`src/rtl/batpc_pkg.sv`:
```
// Shared constants, widths and control types of the block averager with calibration.
package batpc_pkg;

    localparam int BLOCK_LEN  = 20;

    localparam int SAMPLE_W   = 12;
    localparam int SUM_W      = $clog2(BLOCK_LEN * 4095 + 1);
    localparam int CNT_W      = $clog2(BLOCK_LEN + 1);

    localparam int S_TDATA_W  = ((SAMPLE_W + 7) / 8) * 8;
    localparam int M_TDATA_W  = ((2 * SAMPLE_W + 7) / 8) * 8;

    localparam int CFG_ADDR_W = 2;
    localparam int CFG_DATA_W = 12;

    localparam logic [CFG_ADDR_W-1:0] CFG_LOW  = 2'd0;
    localparam logic [CFG_ADDR_W-1:0] CFG_MID  = 2'd1;
    localparam logic [CFG_ADDR_W-1:0] CFG_HIGH = 2'd2;
    localparam logic [CFG_ADDR_W-1:0] CFG_CAL  = 2'd3;

    localparam logic [SAMPLE_W-1:0] FULL_SCALE = 12'd4095;
    localparam logic [SAMPLE_W-1:0] MID_SCALE  = 12'd2048;
    localparam logic [SAMPLE_W-1:0] LOW_RESET  = 12'd0;

    // mean by reciprocal: exact while sum * (recip * BLOCK_LEN - 2^shift) < 2^shift
    localparam int MEAN_SHIFT   = 24;
    localparam int MEAN_RECIP_I = (2 ** MEAN_SHIFT + BLOCK_LEN - 1) / BLOCK_LEN;
    localparam int RECIP_W      = $clog2(MEAN_RECIP_I + 1);
    localparam logic [RECIP_W-1:0] MEAN_RECIP = RECIP_W'(MEAN_RECIP_I);
    localparam int PROD_W       = SUM_W + RECIP_W;

    // divider: dividend below divisor * 2^12, so 12 quotient bits
    localparam int NUM_W      = 23;
    localparam int DIV_STEPS  = SAMPLE_W;
    localparam int DIV_CNT_W  = $clog2(DIV_STEPS + 1);

    typedef struct packed {
        logic in_ready;
        logic mean_start;
        logic mean_take;
        logic map_eval;
        logic map_take;
        logic out_load;
    } ctrl_cmd_t;

    typedef struct packed {
        logic block_end;
        logic last;
        logic div_done;
        logic map_div;
        logic out_free;
    } dp_stat_t;

endpackage

```
`src/rtl/batpc_div.sv`:
```
// Restoring divider, one quotient bit per cycle, 12-bit quotient.
module batpc_div (
    input  logic                            aclk,
    input  logic                            aresetn,
    input  logic                            start,
    input  logic [batpc_pkg::NUM_W-1:0]     num,
    input  logic [batpc_pkg::SAMPLE_W-1:0]  den,
    output logic                            done,
    output logic [batpc_pkg::SAMPLE_W-1:0]  quot
);
    import batpc_pkg::*;

    logic                 busy_reg, busy_next;
    logic                 done_reg, done_next;
    logic [DIV_CNT_W-1:0] cnt_reg, cnt_next;
    logic [SAMPLE_W-1:0]  rem_reg, rem_next;
    logic [SAMPLE_W-1:0]  quo_reg, quo_next;
    logic [SAMPLE_W-1:0]  den_reg, den_next;
    logic [SAMPLE_W:0]    trial;
    logic [SAMPLE_W:0]    diff;
    logic                 fits;

    assign trial = {rem_reg, quo_reg[SAMPLE_W-1]};
    assign diff  = trial - {1'b0, den_reg};
    assign fits  = trial >= {1'b0, den_reg};

    always_comb begin
        busy_next = busy_reg;
        done_next = 1'b0;
        cnt_next  = cnt_reg;
        rem_next  = rem_reg;
        quo_next  = quo_reg;
        den_next  = den_reg;
        if (start) begin
            busy_next = 1'b1;
            cnt_next  = DIV_CNT_W'(DIV_STEPS);
            rem_next  = SAMPLE_W'(num[NUM_W-1:SAMPLE_W]);
            quo_next  = num[SAMPLE_W-1:0];
            den_next  = den;
        end else if (busy_reg) begin
            rem_next = fits ? diff[SAMPLE_W-1:0] : trial[SAMPLE_W-1:0];
            quo_next = {quo_reg[SAMPLE_W-2:0], fits};
            cnt_next = cnt_reg - DIV_CNT_W'(1);
            if (cnt_reg == DIV_CNT_W'(1)) begin
                busy_next = 1'b0;
                done_next = 1'b1;
            end
        end
    end

    always_ff @(posedge aclk) begin
        if (!aresetn) begin
            busy_reg <= 1'b0;
            done_reg <= 1'b0;
            cnt_reg  <= '0;
        end else begin
            busy_reg <= busy_next;
            done_reg <= done_next;
            cnt_reg  <= cnt_next;
        end
        rem_reg <= rem_next;
        quo_reg <= quo_next;
        den_reg <= den_next;
    end

    assign done = done_reg;
    assign quot = quo_reg;

endmodule

```
`src/rtl/batpc_dp.sv`:
```
// Datapath: sample accumulator, calibration registers, mapping arithmetic, output register.
module batpc_dp (
    input  logic                              aclk,
    input  logic                              aresetn,
    input  logic                              s_tvalid,
    output logic                              s_tready,
    input  logic [batpc_pkg::S_TDATA_W-1:0]   s_tdata,
    output logic                              m_tvalid,
    input  logic                              m_tready,
    output logic [batpc_pkg::M_TDATA_W-1:0]   m_tdata,
    input  logic                              cfg_wr_en,
    input  logic [batpc_pkg::CFG_ADDR_W-1:0]  cfg_addr,
    input  logic [batpc_pkg::CFG_DATA_W-1:0]  cfg_wdata,
    input  batpc_pkg::ctrl_cmd_t              cmd,
    output batpc_pkg::dp_stat_t               stat
);
    import batpc_pkg::*;

    logic [SAMPLE_W-1:0] low_reg, low_next;
    logic [SAMPLE_W-1:0] mid_reg, mid_next;
    logic [SAMPLE_W-1:0] high_reg, high_next;
    logic                cal_reg, cal_next;

    logic [SUM_W-1:0]    sum_reg, sum_next;
    logic [CNT_W-1:0]    cnt_reg, cnt_next;
    logic [SUM_W-1:0]    sum_add;
    logic                accept;
    logic                last;

    logic [SUM_W-1:0]    total_reg, total_next;
    logic [PROD_W-1:0]   mean_prod;
    logic [SAMPLE_W-1:0] mean_reg, mean_next;
    logic [SAMPLE_W-1:0] mapped_reg, mapped_next;
    logic                upper_reg, upper_next;
    logic                mval_reg, mval_next;
    logic [SAMPLE_W-1:0] out_mean_reg, out_mean_next;
    logic [SAMPLE_W-1:0] out_map_reg, out_map_next;

    logic                map_div;
    logic                lower;
    logic [SAMPLE_W-1:0] d_lo;
    logic [SAMPLE_W-1:0] d_hi;
    logic [NUM_W-1:0]    num_lo;
    logic [NUM_W-1:0]    num_hi;
    logic [SAMPLE_W-1:0] direct;

    logic                div_start;
    logic [NUM_W-1:0]    div_num;
    logic [SAMPLE_W-1:0] div_den;
    logic                div_done;
    logic [SAMPLE_W-1:0] div_quot;

    // configuration
    always_comb begin
        low_next  = low_reg;
        mid_next  = mid_reg;
        high_next = high_reg;
        cal_next  = cal_reg;
        if (cfg_wr_en) begin
            unique case (cfg_addr)
                CFG_LOW:  low_next  = cfg_wdata[SAMPLE_W-1:0];
                CFG_MID:  mid_next  = cfg_wdata[SAMPLE_W-1:0];
                CFG_HIGH: high_next = cfg_wdata[SAMPLE_W-1:0];
                CFG_CAL:  cal_next  = cfg_wdata[0];
                default:  ;
            endcase
        end
    end

    // accumulate
    assign accept  = s_tvalid && cmd.in_ready;
    assign last    = cnt_reg == CNT_W'(BLOCK_LEN - 1);
    assign sum_add = sum_reg + SUM_W'(s_tdata[SAMPLE_W-1:0]);

    always_comb begin
        sum_next = sum_reg;
        cnt_next = cnt_reg;
        if (accept) begin
            if (last) begin
                sum_next = '0;
                cnt_next = '0;
            end else begin
                sum_next = sum_add;
                cnt_next = cnt_reg + CNT_W'(1);
            end
        end
    end

    assign mean_prod = PROD_W'(total_reg) * PROD_W'(MEAN_RECIP);

    // mapping
    assign lower   = mean_reg < mid_reg;
    assign map_div = cal_reg && (mean_reg > low_reg) && (mean_reg < high_reg)
                     && (mean_reg != mid_reg);
    assign d_lo    = mean_reg - low_reg;
    assign d_hi    = mean_reg - mid_reg;
    assign num_lo  = {d_lo, 11'd0};
    assign num_hi  = {d_hi, 11'd0} - NUM_W'(d_hi);

    always_comb begin
        priority if (!cal_reg) begin
            direct = mean_reg;
        end else if (mean_reg <= low_reg) begin
            direct = LOW_RESET;
        end else if (mean_reg >= high_reg) begin
            direct = FULL_SCALE;
        end else begin
            direct = MID_SCALE;
        end
    end

    assign div_start = cmd.map_eval && map_div;

    always_comb begin
        if (lower) begin
            div_num = num_lo;
            div_den = mid_reg - low_reg;
        end else begin
            div_num = num_hi;
            div_den = high_reg - mid_reg;
        end
    end

    batpc_div u_div (
        .aclk    (aclk),
        .aresetn (aresetn),
        .start   (div_start),
        .num     (div_num),
        .den     (div_den),
        .done    (div_done),
        .quot    (div_quot)
    );

    always_comb begin
        total_next    = total_reg;
        mean_next     = mean_reg;
        mapped_next   = mapped_reg;
        upper_next    = upper_reg;
        mval_next     = mval_reg;
        out_mean_next = out_mean_reg;
        out_map_next  = out_map_reg;
        if (cmd.mean_start) begin
            total_next = sum_add;
        end
        if (cmd.mean_take) begin
            mean_next = mean_prod[MEAN_SHIFT +: SAMPLE_W];
        end
        if (cmd.map_eval) begin
            mapped_next = direct;
            upper_next  = !lower;
        end
        if (cmd.map_take) begin
            mapped_next = upper_reg ? (MID_SCALE + div_quot) : div_quot;
        end
        if (m_tready) begin
            mval_next = 1'b0;
        end
        if (cmd.out_load) begin
            mval_next     = 1'b1;
            out_mean_next = mean_reg;
            out_map_next  = mapped_reg;
        end
    end

    always_ff @(posedge aclk) begin
        if (!aresetn) begin
            low_reg  <= LOW_RESET;
            mid_reg  <= MID_SCALE;
            high_reg <= FULL_SCALE;
            cal_reg  <= 1'b0;
            sum_reg  <= '0;
            cnt_reg  <= '0;
            mval_reg <= 1'b0;
        end else begin
            low_reg  <= low_next;
            mid_reg  <= mid_next;
            high_reg <= high_next;
            cal_reg  <= cal_next;
            sum_reg  <= sum_next;
            cnt_reg  <= cnt_next;
            mval_reg <= mval_next;
        end
        total_reg    <= total_next;
        mean_reg     <= mean_next;
        mapped_reg   <= mapped_next;
        upper_reg    <= upper_next;
        out_mean_reg <= out_mean_next;
        out_map_reg  <= out_map_next;
    end

    assign s_tready = cmd.in_ready;
    assign m_tvalid = mval_reg;
    assign m_tdata  = M_TDATA_W'({out_map_reg, out_mean_reg});

    assign stat.block_end = s_tvalid && last;
    assign stat.last      = last;
    assign stat.div_done  = div_done;
    assign stat.map_div   = map_div;
    assign stat.out_free  = !mval_reg || m_tready;

endmodule

```
`src/rtl/batpc_ctrl.sv`:
```
// Controller: sequences mean scaling, mapping and result hand-off.
module batpc_ctrl (
    input  logic                   aclk,
    input  logic                   aresetn,
    input  batpc_pkg::dp_stat_t    stat,
    output batpc_pkg::ctrl_cmd_t   cmd
);
    import batpc_pkg::*;

    localparam logic [2:0] S_IDLE    = 3'd0;
    localparam logic [2:0] S_MEAN    = 3'd1;
    localparam logic [2:0] S_MAP     = 3'd2;
    localparam logic [2:0] S_MAP_DIV = 3'd3;
    localparam logic [2:0] S_OUT     = 3'd4;

    logic [2:0] state_reg, state_next;

    always_comb begin
        state_next     = state_reg;
        cmd            = '0;
        cmd.in_ready   = (state_reg == S_IDLE) || !stat.last;
        unique case (state_reg)
            S_IDLE: begin
                if (stat.block_end) begin
                    cmd.mean_start = 1'b1;
                    state_next     = S_MEAN;
                end
            end
            S_MEAN: begin
                cmd.mean_take = 1'b1;
                state_next    = S_MAP;
            end
            S_MAP: begin
                cmd.map_eval = 1'b1;
                state_next   = stat.map_div ? S_MAP_DIV : S_OUT;
            end
            S_MAP_DIV: begin
                if (stat.div_done) begin
                    cmd.map_take = 1'b1;
                    state_next   = S_OUT;
                end
            end
            S_OUT: begin
                if (stat.out_free) begin
                    cmd.out_load = 1'b1;
                    state_next   = S_IDLE;
                end
            end
            default: begin
                state_next = S_IDLE;
            end
        endcase
    end

    always_ff @(posedge aclk) begin
        if (!aresetn) begin
            state_reg <= S_IDLE;
        end else begin
            state_reg <= state_next;
        end
    end

endmodule

```
`src/rtl/block_average_three_point_calibrate_core.sv`:
```
// Top level: block averager with three-point calibration.
//
//  channel   dir  handshake            payload
//  s_        in   s_tvalid/s_tready    s_tdata[11:0] sample
//  m_        out  m_tvalid/m_tready    m_tdata[11:0] block_mean, [23:12] mapped_value
//  cfg_      in   cfg_wr_en            cfg_addr index, cfg_wdata value
//
// Samples are taken one per cycle. The sample that closes a block latches the block sum;
// the mean follows in the next cycle by reciprocal multiplication, and an interpolation
// runs on a 12-step divider before the word is loaded to m_; without interpolation the
// mapped value is registered directly. Other samples keep flowing meanwhile; only the next
// block-closing sample waits for that work to hand off. A stalled m_ side holds the
// hand-off stage.
// Reset is synchronous with aresetn low; no clearing pass.
module block_average_three_point_calibrate_core (
    input  logic                              aclk,
    input  logic                              aresetn,
    input  logic                              s_tvalid,
    output logic                              s_tready,
    input  logic [batpc_pkg::S_TDATA_W-1:0]   s_tdata,   // [11:0] sample
    output logic                              m_tvalid,
    input  logic                              m_tready,
    output logic [batpc_pkg::M_TDATA_W-1:0]   m_tdata,   // [11:0] block_mean, [23:12] mapped_value
    input  logic                              cfg_wr_en,
    input  logic [batpc_pkg::CFG_ADDR_W-1:0]  cfg_addr,
    input  logic [batpc_pkg::CFG_DATA_W-1:0]  cfg_wdata
);
    import batpc_pkg::*;

    ctrl_cmd_t cmd;
    dp_stat_t  stat;

    batpc_ctrl u_ctrl (
        .aclk    (aclk),
        .aresetn (aresetn),
        .stat    (stat),
        .cmd     (cmd)
    );

    batpc_dp u_dp (
        .aclk      (aclk),
        .aresetn   (aresetn),
        .s_tvalid  (s_tvalid),
        .s_tready  (s_tready),
        .s_tdata   (s_tdata),
        .m_tvalid  (m_tvalid),
        .m_tready  (m_tready),
        .m_tdata   (m_tdata),
        .cfg_wr_en (cfg_wr_en),
        .cfg_addr  (cfg_addr),
        .cfg_wdata (cfg_wdata),
        .cmd       (cmd),
        .stat      (stat)
    );

endmodule

```
`config.mk`:
```
export PLATFORM = sky130hd
export DESIGN_NAME = block_average_three_point_calibrate_core
export DESIGN_NICKNAME = d
export VERILOG_FILES = /design/src/rtl/batpc_pkg.sv /design/src/rtl/batpc_div.sv /design/src/rtl/batpc_dp.sv /design/src/rtl/batpc_ctrl.sv /design/src/rtl/block_average_three_point_calibrate_core.sv
export SDC_FILE = /design/constraint.sdc
export NUM_CORES = 1
export LEC_CHECK = 0
export BUFFER_PORTS_ARGS = -buffer_cell sky130_fd_sc_hd__buf_2
export CAP_MARGIN = 0
export CORE_ASPECT_RATIO = 0.8
export CORE_MARGIN = 5
export CORE_UTILIZATION = 35
export CTS_CLUSTER_DIAMETER = 150
export DETAILED_ROUTE_END_ITERATION = 10
export PLACE_DENSITY = 0.47
export SKIP_LAST_GASP = 1
export SYNTH_ARGS = -nofsm -noshare
export SYNTH_HDL_FRONTEND = slang
export SYNTH_HIERARCHICAL = 1
export SYNTH_SLANG_ARGS = --single-unit
```
`constraint.sdc`:
```
create_clock -name aclk -period 7.3 [get_ports aclk]
set_input_delay 1.46 -clock aclk [delete_from_list [all_inputs] [get_ports aclk]]
set_output_delay 1.46 -clock aclk [all_outputs]
set_load 0.01 [all_outputs]
```
==> flow_metrics.env <==
export IMPL_outcome="complete, no violations"
export IMPL_fin_skew_ns=0.0112
export IMPL_wl_per_cell_um=18.6
export IMPL_holdPathStages=0
export IMPL_drtIter0Drc=727
export IMPL_synth_area_um2=15200
export IMPL_finalSetupViolCount=0
export IMPL_fin_crit_ns=6.27
export IMPL_drv_slew=0
export IMPL_holdPathEnd="u_dp/out_map_reg[10]$_DFFE_PP_"
export IMPL_wl_um=41000
export IMPL_slew_headroom=0.251
export IMPL_leakage_nw=7.30
export IMPL_vias=11265
export IMPL_ys_flop_type="edfxtp_1"
export IMPL_ys_warn_count=6
export IMPL_yosys_register_bits=171
export IMPL_hold_buffers=0
export IMPL_setup_tns_ns=0
export IMPL_endpoint_kind="flip-flop"
export IMPL_ios=61
export IMPL_drv_cap=0
export IMPL_drtAntennaViolNets=0
export IMPL_die_area_um2=47700
export IMPL_synth_edf_count=101
export IMPL_grt_pass1_vias=10960
export IMPL_synth_area_leaders="edfxtp_1 20%, ha_1 17%, fa_1 12%"
export IMPL_die_height_um=196
export IMPL_syn_nets=1920
export IMPL_whs_ns=0.421
export IMPL_critPathKind="reg -> reg"
export IMPL_syn2layout_area_growth_pct=9.32
export IMPL_min_from="u_dp/mapped_reg[10]$_DFFE_PP_"
export IMPL_core_um2=43100
export IMPL_fin_nets=1960
export IMPL_fmax_ghz=0.159
export IMPL_drc=0
export IMPL_regToRegEndpoint="u_dp/mean_reg[11]$_DFFE_PP_"
export IMPL_cts_setup_buffers=0
export IMPL_regToRegStartpoint="u_dp/total_reg[8]$_DFFE_PP_"
export IMPL_grtUsageTotal=0.171
export IMPL_yosysTopAreaCell="edfxtp_1"
export IMPL_yosys_area_top_type_share=0.200
export IMPL_ctsResizeCount=0
export IMPL_clkTransAtPathRegs_ns=0.07
export IMPL_htreeDepth=4
export IMPL_cts_root_buf="clkbuf_16"
export IMPL_synth_cell_types=85
export IMPL_tightest_slew_ns=1.12
export IMPL_initial_core_util=0.353
export IMPL_numPortBuffers=56
export IMPL_syn_inst=1585
export IMPL_avgViaCountPerCell=5.12
export IMPL_async_reset_ff_frac=0
export IMPL_synth_area_per_cell_um2=9.58
export IMPL_drive_gt1_frac=0.0952
export IMPL_power_density_nw_per_um2=140
export IMPL_hold_viol=0
export IMPL_start_kind="flip-flop"
export IMPL_grt_pass1_wl_um=63300
export IMPL_r2r_cells=20
export IMPL_r2r_slack_ns=1.03
export IMPL_cts_max_path_buffers=2
export IMPL_cts_tree="yes"
export IMPL_crit_arrival_ns=6.55
export IMPL_period_share=0.859
export IMPL_pre_cts_slack_ns=1.06
export IMPL_drt_pass1_iterations=5
export IMPL_die_x_um=243
export IMPL_dp_hpwl_um=33000
export IMPL_critPathRequiredTime_ns=7.58
export IMPL_antenna_found_initial=3
export IMPL_worstHoldPathType="reg -> reg"
export IMPL_critPathMaxFanout=6
export IMPL_ys_seq_area_frac=0.292
export IMPL_cts_buffers=17
export IMPL_worst_ir_drop_vdd_v=0.000118
export IMPL_rsz0062_at_grt="no"
export IMPL_clk_insertion_delay_late_ns=0.45
export IMPL_grt_max_degree=44
export IMPL_grt_overflow_total=0
export IMPL_setup_ws_ns=1.03
export IMPL_cts_sinks=171
export IMPL_place_gp_congestion=0.894
export IMPL_num_rows=68
## critical path, cell delays in order, from the launching register on
cell and delay [ns]:
edfxtp_1 0.58, ha_1 0.31, inv_1 0.07, fa_1 0.44, fa_1 0.50, inv_1 0.12, fa_1 0.53, fa_1 0.55
inv_1 0.05, fa_1 0.55, inv_1 0.05, ha_1 0.31, a21o_1 0.16, a221oi_1 0.40, o2111a_1 0.30, o311ai_0 0.15
buf_4 0.19, nand3_1 0.16, a21oi_1 0.15, or2_2 0.34, o211ai_1 0.20
## logic make-up (layout without fill, tap and decap cells)
family | Yosys count | count (layout) | synth area share
AND/OR/NAND/NOR | 411 | 411 | 0.133
AO/OA/AOI/OAI | 321 | 321 | 0.146
adder cells (fa/ha/maj) | 300 | 300 | 0.291
buffers and inverters | 279 | 332 | 0.0746
flip-flops | 171 | 171 | 0.292
XOR/XNOR | 78 | 78 | 0.0462
multiplexers | 25 | 25 | 0.0179
other | 0 | 2 | 0
## power breakdown
part	internal [mW]	total, mW	switching (mW)
Clock	0.483	0.925	0.441
Sequential	1.04	1.05	0.0138
Combinational	0.135	0.340	0.206
## placed cells by master (no fill, tap or decap), types with 46 or more instances in the layout
cell	instances
nor2_1	119
xnor2_1	50
fa_1	88
o21ai_0	46
inv_1	231
ha_1	212
buf_2	56
nand2_1	105
a21oi_1	92
dfxtp_1	70
edfxtp_1	101
## cell type report
| class | count | area, um2 |
|---|---|---|
| Fill cell | 4363 | 26400 |
| Timing Repair Buffer | 68 | 370 |
| Sequential cell | 171 | 4430 |
| Clock inverter | 14 | 148 |
| Inverter | 232 | 871 |
| Tap cell | 560 | 701 |
| Clock buffer | 18 | 429 |
| Multi-Input combinational cell | 1135 | 9640 |
| Antenna cell | 2 | 5.00 |
## layer usage
layer	vias to the layer above	part of all wire	global-route usage
met5	-	0.00017	0
met4	2	0.010	0.0324
met1	5388	0.56	0.283
li1	5619	-	-
met3	27	0.045	0.0300
met2	229	0.38	0.230
## cells in the mapped netlist (all sizes together), types with 7 or more instances
| library cell | number |
|---|---|
| o211ai | 24 |
| inv | 232 |
| or2 | 11 |
| nand3 | 30 |
| buf | 16 |
| a21boi | 9 |
| and3 | 11 |
| a22oi | 10 |
| mux2i | 8 |
| edfxtp | 101 |
| o31ai | 8 |
| and2 | 12 |
| ha | 212 |
| nand4 | 10 |
| nor2 | 120 |
| nor2b | 17 |
| o21ai | 48 |
| fa | 88 |
| nor3 | 32 |
| xor2 | 28 |
| xnor2 | 50 |
| clkbuf | 31 |
| a31oi | 13 |
| nand2b | 11 |
| a21o | 26 |
| a21oi | 95 |
| mux2 | 17 |
| nor3b | 12 |
| a221o | 12 |
| o21a | 14 |
| or3 | 16 |
| o2111ai | 7 |
| dfxtp | 70 |
| nand2 | 105 |
## per-stage QoR
| step | area [um2] | instances | power [mW] | utilization |
|---|---|---|---|---|
| 6_report | 16600 | 2200 | 2.32 | 0.386 |
| 5_1_grt | 16600 | 2200 | 2.43 | 0.386 |
| 4_1_cts | 16600 | 2198 | 2.35 | 0.386 |
| 3_5_place_dp | 16000 | 2166 | 1.41 | 0.372 |
| 3_3_place_gp | 16000 | 2166 | 1.41 | 0.372 |
| 2_1_floorplan | 15200 | 1585 | 1.32 | - |
## worst max-delay path by stage
stage	to	startpoint	cells after the start
2_1_floorplan	u_dp/mean_reg[8]$_DFFE_PP_	u_dp/total_reg[9]$_DFFE_PP_	21
3_3_place_gp	u_dp/mean_reg[11]$_DFFE_PP_	u_dp/total_reg[8]$_DFFE_PP_	20
3_5_place_dp	u_dp/mean_reg[11]$_DFFE_PP_	u_dp/total_reg[8]$_DFFE_PP_	20
4_1_cts	u_dp/mean_reg[11]$_DFFE_PP_	u_dp/total_reg[8]$_DFFE_PP_	20
5_1_grt	u_dp/mean_reg[11]$_DFFE_PP_	u_dp/total_reg[8]$_DFFE_PP_	20
6_report	u_dp/mean_reg[11]$_DFFE_PP_	u_dp/total_reg[8]$_DFFE_PP_	20
Note: power is estimated with default switching activity, not from simulation.
